**src/hw/rtl/mplru_ram.sv**
```systemverilog
// Generic simple dual-port RAM: one write port, one read port, registered read.
// No dependencies.
module mplru_ram #(
    parameter int WIDTH = 8,
    parameter int DEPTH = 16
) (
    input  logic                                         aclk,
    input  logic                                         we,
    input  logic [((DEPTH > 1) ? $clog2(DEPTH) : 1)-1:0] waddr,
    input  logic [WIDTH-1:0]                             wdata,
    input  logic [((DEPTH > 1) ? $clog2(DEPTH) : 1)-1:0] raddr,
    output logic [WIDTH-1:0]                             rdata
);

    logic [WIDTH-1:0] mem [DEPTH];

    always_ff @(posedge aclk) begin
        if (we) begin
            mem[waddr] <= wdata;
        end
        rdata <= mem[raddr];
    end

endmodule

```
**config.mk**
```make
export PLATFORM = sky130hd
export DESIGN_NAME = mplru_ram
export DESIGN_NICKNAME = d
export VERILOG_FILES = /design/src/hw/rtl/mplru_ram.sv
export SDC_FILE = /design/constraint.sdc
export NUM_CORES = 1
export LEC_CHECK = 0
export BUFFER_PORTS_ARGS = -buffer_cell sky130_fd_sc_hd__buf_2
export CORE_MARGIN = 1
export CORE_UTILIZATION = 40
export CTS_BUF_LIST = sky130_fd_sc_hd__clkbuf_2 sky130_fd_sc_hd__clkbuf_4 sky130_fd_sc_hd__clkbuf_8
export DETAILED_ROUTE_END_ITERATION = 8
export HOLD_SLACK_MARGIN = 0.08
export SETUP_SLACK_MARGIN = 0.2
export SKIP_CTS_REPAIR_TIMING = 1
export SLEW_MARGIN = 20
export SYNTH_ARGS = -nofsm -noshare
export SYNTH_HDL_FRONTEND = slang
export SYNTH_SLANG_ARGS = --single-unit
```
**constraint.sdc**
```tcl
create_clock -name aclk -period 5.8 [get_ports aclk]
set_input_delay 1.16 -clock aclk [delete_from_list [all_inputs] [get_ports aclk]]
set_output_delay 1.16 -clock aclk [all_outputs]
set_load 0.01 [all_outputs]
```
# Word-level counts from Yosys, hierarchy flattened
# Memories as Yosys holds them, arrays and structs flattened. A register that Yosys moved wholly into a read port is not among the register bits.
# Index checks and enable logic that the tools add are counted.
dict set report word_totals {
  register_bits 0
  word_cells 3
  out_inout_bits 8
  latch_bits 0
  mem_bits_rw 128
  rom_bits 0
  n_memories 1
  in_bits 18
}
# memory depth width rd rd_clocked_by_memory_dff wr line_no
set mem_list {}
lappend mem_list {mem 16 8 1 1 1 15} ;# logic [WIDTH-1:0] mem [DEPTH];
dict set report classes {
  order_cmp 0
  reduce_logical 0
  n_mul 0
  shift 0
  bitwise 0
  addsub 0
  n_eq_ne 0
  mux 2
  div_mod_pow 0
}
# op n
set op_table {}
lappend op_table {{$mux 1} 2}

# Logic depth before layout (Yosys ltp)
# Gate-level depths: netlist of run 1.
dict set report logic_depth {
  ltp_word 2
  ltp_mapped 5
  mapped_depth_nobuf 3
}

# Worst setup path after synthesis of run 1
# Ideal clock, no wire load.
dict set report synth_timing {
  path_kind {input-to-reg}
  startpoint {in waddr[2] in the netlist's numbering}
  endpoint {mem mem[0][0], enable pin}
  slack_ps 3147
  n_path_buf 0
  setup_ps 383
  stages 2
  t_arrival_ps 2270
  required_time_ps 5417
  path_cell_list {or3b_2 -> nor3_1}
}
# element line_no
set synth_rtl {}
lappend synth_rtl {{start, declared} 9} ;# input logic [((DEPTH > 1) ? $clog2(DEPTH) : 1)-1:0] waddr,
lappend synth_rtl {{end, declared} 15}
# No word-level cell before the write port.

# Worst setup path in the final report of run 1
dict set report layout_timing {
  startpoint {in waddr[2] in the netlist's numbering}
  endpoint {mem mem[2][0], enable pin}
}
# No word-level cell before the write port.

==> reports/metrics.cfg, run 1 <==
[status]
status=finished, final reports clean

[die]
die_area_sq_um=13330
num_io_pins=26
die_h_um=115.4
core.rowCount=41
coreArea_sq_um=12570
start_util_pct=40.96
die_x_um=115.4

[detailed_routing]
top_layer=met4
ant_nets=0
wl_met2_um=4642
wire_per_inst_um=20.55
dr_wl_met3_um=409
vias_per_cell=5.158
drt_wl_total_um=9249
dr.pass1.iters=4
drt_iter0_markers=206
wirelength_met1_um=4103
vias=2321
drc_errors=0

[sta]
worst_pin_slew_ns=0.9698
skew_ns=0.008279
grt_setup_unrepaired=false
period_share_pct=41.69
setup_viol=0
max_slew_margin_pct=35.10
hold_viol=0
tns_ns=0
fmax_mhz=413.5
hold-worst-slack_ns=0.6628
min_period_ns=2.418
slew_violations=0

[worst_setup_path]
crit_fanout=8
critPathCaptureType=flop
worstSetupStartpoint=waddr[2]
cp-start-kind=primary input
r2r_end=rdata[4]$_DFF_P_
worst-setup-path-type=primary input to flop
ff2ff_setup_slack_ns=4.45
required_ns=5.85
cp.arrival_ns=2.47
r2r_start=mem[9][4]$_DFFE_PP_
reg2reg_depth=3

[placed_design]
gp_congestion=0.6831
dp_hpwl_um=5781
place_area_sq_um=5426
io_buffers=25

[logic_synthesis]
yosysSeqAreaShare_pct=77.78
synthCells=229
ys_types=19
yosysWarningCount=0
ys_ff_latch=136
syn_nets=247
avgSynthCellArea_sq_um=22.48
syn_area_sq_um=5147

[pwr]
internal_power_w=0.001606
power_frac_seq_pct=54.9
powerDensity_nw_per_um2=343.6
p_leak_nw=1.919
swShare_pct=20.12
ir_drop_mv=0.1267
power.switching_w=0.0004046
clkPwrFrac_pct=40.3
pwr-share-comb_pct=4.8

[worst_hold_path]
min_from=mem[14][2]$_DFFE_PP_
min_path_type=flop to flop
hold_depth=3
hold_end=rdata[2]$_DFF_P_

[clock_tree]
htree_num_levels=4
clock_latency_ns=0.42
tritoncts=yes
clkTransAtPathRegs_ns=0.07
cts_buffer_depth=2
numCtsBuffers=17
cts.sinks=136
cts_root_buf=clkbuf_8

[finish]
drive_gt1_share_pct=28.06
final_area_sq_um=5851
fin_util_pct=46.55
final_nets=283
antennaDiodeCount=0
area_growth_pct=13.66

[grt]
globalRouteOverflowTotal=0
grt_use_total_pct=15.74
grt_pass1_vias=2317
antenna_found_initial=0
grt_pass1_wl_um=14240
grt_max_degree=33

[flow_run]
maxCapViolations=0

[through the flow]
stage,instances,setup WS (ns),total power (W)
finish,450,3.382,0.002010
global route,450,3.341,0.002080
CTS,450,3.041,0.002027
detailed placement,418,2.583,0.001224
global placement,418,2.541,0.001221
floorplan,229,3.147,0.001183
[synth_stat cells]
cell type	number	area share, %
and2b_1	1	0.15
nor3_1	4	0.39
dfxtp_1	8	3.1
clkdlybuf4s25_2	3	0.58
and2_1	1	0.12
nand2b_1	2	0.24
nand3b_1	2	0.29
nor2_1	13	0.95
mux4_1	14	7.1
edfxtp_1	128	75
buf_6	3	0.66
a22oi_1	16	2.3
nor2b_1	1	0.12
nand3_1	1	0.097
buf_2	3	0.29
buf_4	1	0.15
or3b_2	1	0.17
nand2_1	9	0.66
mux4_2	18	7.9
[kinds of logic (layout without fill, tap and decap cells)]
| group | after synthesis | after routing | synth area share [%] |
|---|---|---|---|
| AOI/OAI and AO/OA | 16 | 16 | 2.334 |
| and+or+nand+nor | 35 | 35 | 3.184 |
| muxes | 32 | 32 | 15.02 |
| buffers and inverters | 10 | 59 | 1.677 |
| DFF | 136 | 136 | 77.78 |
[power by group through the flow]
stage	sequential, W	clock (W)	combinational [W]
after floorplan	0.00113	0	0.0000558
after global placement	0.00112	0	0.0000964
after detailed placement	0.00113	0	0.0000984
after CTS	0.00110	0.000825	0.0000985
after global routing	0.00110	0.000870	0.000106
final	0.00110	0.000811	0.0000965
[state kept, by name, indices dropped and copies added, names as in the netlist]
name	flops
rdata	8
mem	128
[worst max-delay path by stage]
stage	to	cells after the start	slack [ns]
after floorplan	mem[0][0]$_DFFE_PP_	2	3.15
after global placement	rdata[4]$_DFF_P_	4	2.54
after detailed placement	rdata[4]$_DFF_P_	4	2.58
after CTS	rdata[4]$_DFF_P_	4	3.04
after global routing	rdata[3]$_DFF_P_	4	3.34
final	mem[2][0]$_DFFE_PP_	3	3.38
[final cells by class]
type / count / area (sq um)
Sequential cell: 136 / 4004
Tap cell: 172 / 215.2
Timing Repair Buffer: 27 / 142.6
Fill cell: 1037 / 6718
Clock inverter: 14 / 180.2
Clock buffer: 18 / 241.5
Multi-Input combinational cell: 83 / 1067
[cells in the final DEF (no fill, tap or decap), types with 8 or more instances in the layout]
master / instances
a22oi_1: 16
buf_2: 24
clkbuf_8: 17
dfxtp_1: 8
edfxtp_1: 128
mux4_1: 14
mux4_2: 18
nand2_1: 9
nor2_1: 13
[layer usage]
layer	up-vias	GRT usage [%]
li1	1045	-
met4	0	6.234
met2	63	24.75
met1	1205	20.59
met5	-	0
met3	8	4.864
[worst max-delay path: stages]
cell and delay [ns]:
buf_2 0.11, or3b_2 0.51, nor2_1 0.68
Note: power is estimated with default switching activity, not from simulation.
==> run 2: changes to the inputs <==
==> constraint.sdc (replaced) <==
create_clock -name aclk -period 2 [get_ports aclk]
set_input_delay 0.4 -clock aclk [delete_from_list [all_inputs] [get_ports aclk]]
set_output_delay 0.4 -clock aclk [all_outputs]
set_load 0.01 [all_outputs]
==> run 2 against run 1 <==
  * Routed wire length rose by 7.4%
  * Highest routed layer unchanged
  * Power grew to 3.0 times the previous value
  * Sequential share of layout area down 2.6 points
  * Design area increased by 4.0%
  * First-iteration DRC count down 19%
  * Count of clock-buffer cells in the layout increased by 5
  * Critical path depth rose by 2
  * Sequential cell count unchanged
  * Largest power group unchanged
  * Global-route usage up 0.90 points
  * Worst setup slack got worse by 2.7 ns
  * Clock skew up 0.0021 ns
==> reports/metrics.cfg, run 2 (synthesis gave the netlist of run 1 again) <==
[finish]
register_area_sq_um=4004  ; unchanged
final_common_cell=edfxtp_1  ; unchanged
antennaDiodeCount=0  ; unchanged
largest_reg_flops=128  ; unchanged
fillCellCount=1037  ; unchanged
final_nets=306  ; was 283
multi_input_area_sq_um=1062  ; was 1067 sq um
regMostFlops=mem  ; unchanged
area_growth_pct=18.21  ; was 13.66%
biggestRegsByFlops=mem (128), rdata (8)  ; unchanged
layout_common_cells=edfxtp_1 (128), buf_2 (25), buf_4 (23)  ; was edfxtp_1 (128), buf_2 (24), mux4_2 (18)
drive_gt1_share_pct=33.89  ; was 28.06%

[detailed_routing]
ant_nets=0  ; unchanged
vias=2441  ; was 2321
drt_iter0_markers=166  ; was 206
wire_per_inst_um=21.00  ; was 20.55 um
drt_wl_total_um=9931  ; was 9249 um
vias_per_cell=5.161  ; was 5.158
dr.pass1.iters=4  ; unchanged
drc_errors=0  ; unchanged

[pwr]
p_leak_nw=2.067  ; was 1.919 nW
powerDensity_nw_per_um2=994.0  ; was 343.6 nW/um^2
ir_drop_mv=0.3828  ; was 0.1267 mV

[clock_tree]
tritoncts=yes  ; unchanged
cts.sinks=136  ; unchanged
clkTransAtPathRegs_ns=0.07  ; about the same
clock_latency_ns=0.43  ; was 0.42 ns
cts_root_buf=clkbuf_8  ; unchanged
htree_num_levels=4  ; unchanged
cts_buffer_depth=2  ; unchanged
numCtsBuffers=17  ; unchanged

[worst_setup_path]
cp.arrival_ns=1.67  ; was 2.47 ns
required_ns=2.31  ; was 5.85 ns
crit_fanout=25  ; was 8
cp-start-kind=primary input  ; unchanged
critPathCaptureType=flop  ; unchanged
worst-setup-path-type=primary input to flop  ; unchanged

[sta]
fmax_mhz=734.9
grt_setup_unrepaired=false  ; unchanged
setup_viol=0  ; unchanged
skew_ns=0.01033  ; was 0.008279 ns
min_period_ns=1.361
max_slew_margin_pct=70.93  ; was 35.10%
hold_viol=0  ; unchanged
hold-worst-slack_ns=0.3575  ; was 0.6628 ns
worst_pin_slew_ns=0.4360  ; was 0.9698 ns
tns_ns=0  ; unchanged
fin_ws_ns=0.6394  ; was 3.382 ns
slew_violations=0  ; unchanged
period_share_pct=68.03

[placed_design]
io_buffers=25  ; unchanged
gp_congestion=0.7134  ; was 0.6831
dp_slack_ns=0.1759  ; was 2.583 ns
dp_hpwl_um=6347  ; was 5781 um

[grt]
grt_pass1_vias=2489  ; was 2317
globalRouteOverflowTotal=0  ; unchanged
grt_pass1_wl_um=15040  ; was 14240 um
grt_max_degree=33  ; unchanged
antenna_found_initial=0  ; unchanged
grt_use_total_pct=16.65  ; was 15.74%

[worst_hold_path]
min_path_type=primary input to flop  ; was flop to flop

[die]
num_io_pins=26  ; unchanged
core.rowCount=41  ; unchanged
coreArea_sq_um=12570  ; unchanged
start_util_pct=40.96  ; unchanged
die_x_um=115.4  ; unchanged
die_h_um=115.4  ; unchanged
die_area_sq_um=13330  ; unchanged

[flow_run]
maxCapViolations=0  ; unchanged

[status]
status=finished, final reports clean  ; unchanged

[run 2: cell count changes in the layout (fill, tap and decap cells not counted), sizes merged]
cell | previous run | this run
clkinv | 7 | 1
inv | 1 | 2
buf | 27 | 50
clkbuf | 18 | 23
[run 2: cell type report]
type / count / area share, %
flip-flops and latches: 136 / 65.80
well taps: 172 / 3.537
clock buffers: 23 / 4.997
clock inverters: 9 / 2.653
repair buffers: 50 / 5.552
multi-input cells: 83 / 17.46
[run 2: worst paths after layout]
check                            start                   end  slack [ns]  cells after the start
setup / recovery              raddr[0]      rdata[3]$_DFF_P_        0.64                      5
hold / removal                wdata[1]  mem[12][1]$_DFFE_PP_        0.36                      1
setup reg to reg   mem[9][3]$_DFFE_PP_      rdata[3]$_DFF_P_        0.67                      3
hold reg to reg   mem[15][5]$_DFFE_PP_      rdata[5]$_DFF_P_        0.67                      3
[run 2: power breakdown]
group | total, W | switching (W) | internal (W)
logic | 0.000304 | 0.000170 | 0.000133
registers | 0.00320 | 0.0000195 | 0.00318
clock network | 0.00254 | 0.00101 | 0.00153
[run 2: worst max-delay path, stage by stage]
cell and delay (ns):
buf_2 0.12, buf_12 0.23, mux4_1 0.59, a22oi_1 0.26, nand2_1 0.07
[run 2: routing by layer]
layer	part of all wire [%]	global-route usage, %
met4	0.92	5.195
met3	5.6	5.387
met2	46	23.99
met5	0	0
met1	48	24.16
[run 2: per-stage QoR]
stage	std cells	instance area, sq um	power, W	util (%)
after floorplan	229	5152	0.003430	-
after global placement	441	5619	0.003569	44.71
after detailed placement	441	5619	0.003576	44.71
after CTS	473	6085	0.006101	48.41
after global routing	473	6085	0.006245	48.41
final	473	6085	0.006048	48.41
==> run 3: changes to the inputs <==
==> constraint.sdc (replaced) <==
create_clock -name aclk -period 1.2 [get_ports aclk]
set_input_delay 0.24 -clock aclk [delete_from_list [all_inputs] [get_ports aclk]]
set_output_delay 0.24 -clock aclk [all_outputs]
set_load 0.01 [all_outputs]
==> run 3 against run 2 <==
  * The flow now finishes with violations (setup timing)
  * Critical path depth shrank 2
  * Hold slack got worse by 0.16 ns
  * Register-to-register slack lost 0.74 ns
  * Sequential cell count did not move
  * Largest power group unchanged
==> reports/metrics.cfg, run 3 (synthesis gave the netlist of run 1 again) <==
[sta]
min_period_ns=1.269
hold_viol=0  ; unchanged
fin_ws_ns=-0.06883  ; was 0.6394 ns
grt_setup_unrepaired=true  ; was false
period_share_pct=105.7
max_slew_margin_pct=44.00  ; was 70.93%
worst_pin_slew_ns=0.8382  ; was 0.4360 ns
setup_viol=7  ; was 0
skew_ns=0.01188  ; was 0.01033 ns
slew_violations=0  ; unchanged
fmax_mhz=788.1
hold-worst-slack_ns=0.1937  ; was 0.3575 ns

[die]
num_io_pins=26  ; unchanged
die_x_um=115.4  ; unchanged
die_area_sq_um=13330  ; unchanged
coreArea_sq_um=12570  ; unchanged
die_h_um=115.4  ; unchanged
core.rowCount=41  ; unchanged
start_util_pct=40.96  ; unchanged

[clock_tree]
clock_latency_ns=0.42  ; was 0.43 ns
tritoncts=yes  ; unchanged
numCtsBuffers=17  ; unchanged
cts_root_buf=clkbuf_8  ; unchanged
clkTransAtPathRegs_ns=0.07  ; about the same
cts_buffer_depth=2  ; unchanged
cts.sinks=136  ; unchanged
htree_num_levels=4  ; unchanged

[worst_setup_path]
reg2reg_depth=3  ; unchanged
crit_fanout=1  ; was 25
cp-start-kind=flop  ; was primary input
critPathCaptureType=flop  ; unchanged
cp.arrival_ns=1.58  ; was 1.67 ns
worst-setup-path-type=flop to flop  ; was primary input to flop
required_ns=1.51  ; was 2.31 ns

[detailed_routing]
drt_wl_total_um=9545  ; was 9931 um
wire_per_inst_um=19.60  ; was 21.00 um
ant_nets=0  ; unchanged
drc_errors=0  ; unchanged
drt_iter0_markers=165  ; was 166
dr.pass1.iters=4  ; unchanged
vias_per_cell=4.969  ; was 5.161
vias=2420  ; was 2441

[pwr]
p_total_w=0.01043  ; was 0.006048 W
ir_drop_mv=0.6070  ; was 0.3828 mV
powerDensity_nw_per_um2=1584  ; was 994.0 nW/um^2
p_leak_nw=2.179  ; was 2.067 nW

[grt]
grt_max_degree=19  ; was 33
globalRouteOverflowTotal=0  ; unchanged
grt_use_total_pct=15.75  ; was 16.65%
grt_pass1_wl_um=14430  ; was 15040 um
grt_pass1_vias=2546  ; was 2489
antenna_found_initial=0  ; unchanged

[finish]
final_area_sq_um=6586  ; was 6085 sq um
drive_gt1_share_pct=50.48  ; was 33.89%
area_growth_pct=27.95  ; was 18.21%
final_nets=320  ; was 306
post_layout_nonfiller_instances=487  ; was 473
final_common_cell=edfxtp_1  ; unchanged
fin_util_pct=52.40  ; was 48.41%
biggestRegsByFlops=mem (128), rdata (8)  ; unchanged
regMostFlops=mem  ; unchanged
fillCellCount=981  ; was 1037
largest_reg_flops=128  ; unchanged
layout_common_cells=edfxtp_1 (128), mux4_2 (32), buf_12 (19)  ; was edfxtp_1 (128), buf_2 (25), buf_4 (23)
antennaDiodeCount=0  ; unchanged

[worst_hold_path]
hold_depth=1  ; unchanged
min_path_type=primary input to flop  ; unchanged

[placed_design]
gp_congestion=0.7624  ; was 0.7134
place_area_sq_um=6011  ; was 5619 sq um
io_buffers=25  ; unchanged
dp_hpwl_um=6500  ; was 6347 um
dpl.cell_count=454  ; was 441

[flow_run]
maxCapViolations=0  ; unchanged

[status]
violations=setup timing
status=finished, violations left  ; was finished, final reports clean

==> run 3: changes by cell type in the layout (fill, tap and decap cells not counted), sizes merged <==
cell,change
bufinv,+2
inv,-2
clkbuf,-3
clkinv,+3
buf,+14
==> run 3: critical path, cell delays in order (launching register included) <==
cell and delay, ns:
edfxtp_1 0.38, mux4_2 0.49, a22oi_2 0.22, nand2_1 0.08
==> run 3: cell type report <==
| class | count | area, sq um | area share (%) |
|---|---|---|---|
| clock buffer | 20 | 262.8 | 3.989 |
| clock inverter | 12 | 222.7 | 3.381 |
| multi-input combinational | 83 | 1165 | 17.69 |
| sequential | 136 | 4014 | 60.94 |
| tap | 172 | 215.2 | 3.267 |
| timing repair buffer | 64 | 706.9 | 10.73 |
==> run 3: report_power, final <==
part | total, W | internal [W] | switching (W)
clock | 0.00442 | 0.00278 | 0.00163
combinational | 0.000659 | 0.000331 | 0.000329
sequential | 0.00535 | 0.00531 | 0.0000411
==> run 3: through the flow <==
step / TNS (ns) / worst slack (ns)
after floorplan: -5.078 / -0.1430
after detailed placement: -22.87 / -0.4833
after global placement: -22.03 / -0.4905
after CTS: -0.6340 / -0.1169
after global routing: -0.5863 / -0.09781
final: -0.2047 / -0.06883
==> run 3: worst paths after layout <==
kind	slack, ns	end	start
min reg2reg	0.67	rdata[7]$_DFF_P_	mem[12][7]$_DFFE_PP_
max	-0.07	rdata[6]$_DFF_P_	mem[3][6]$_DFFE_PP_
min	0.19	mem[9][5]$_DFFE_PP_	wdata[5]
max reg2reg	-0.07	rdata[6]$_DFF_P_	mem[3][6]$_DFFE_PP_
==> run 3: layer usage <==
layer / share of wire (%) / vias to the layer above / GRT usage (%)
li1: - / 1107 / -
met1: 43 / 1245 / 20.10
met2: 52 / 58 / 26.35
met3: 4.3 / 10 / 3.870
met4: 1.2 / 0 / 5.714
met5: 0 / - / 0
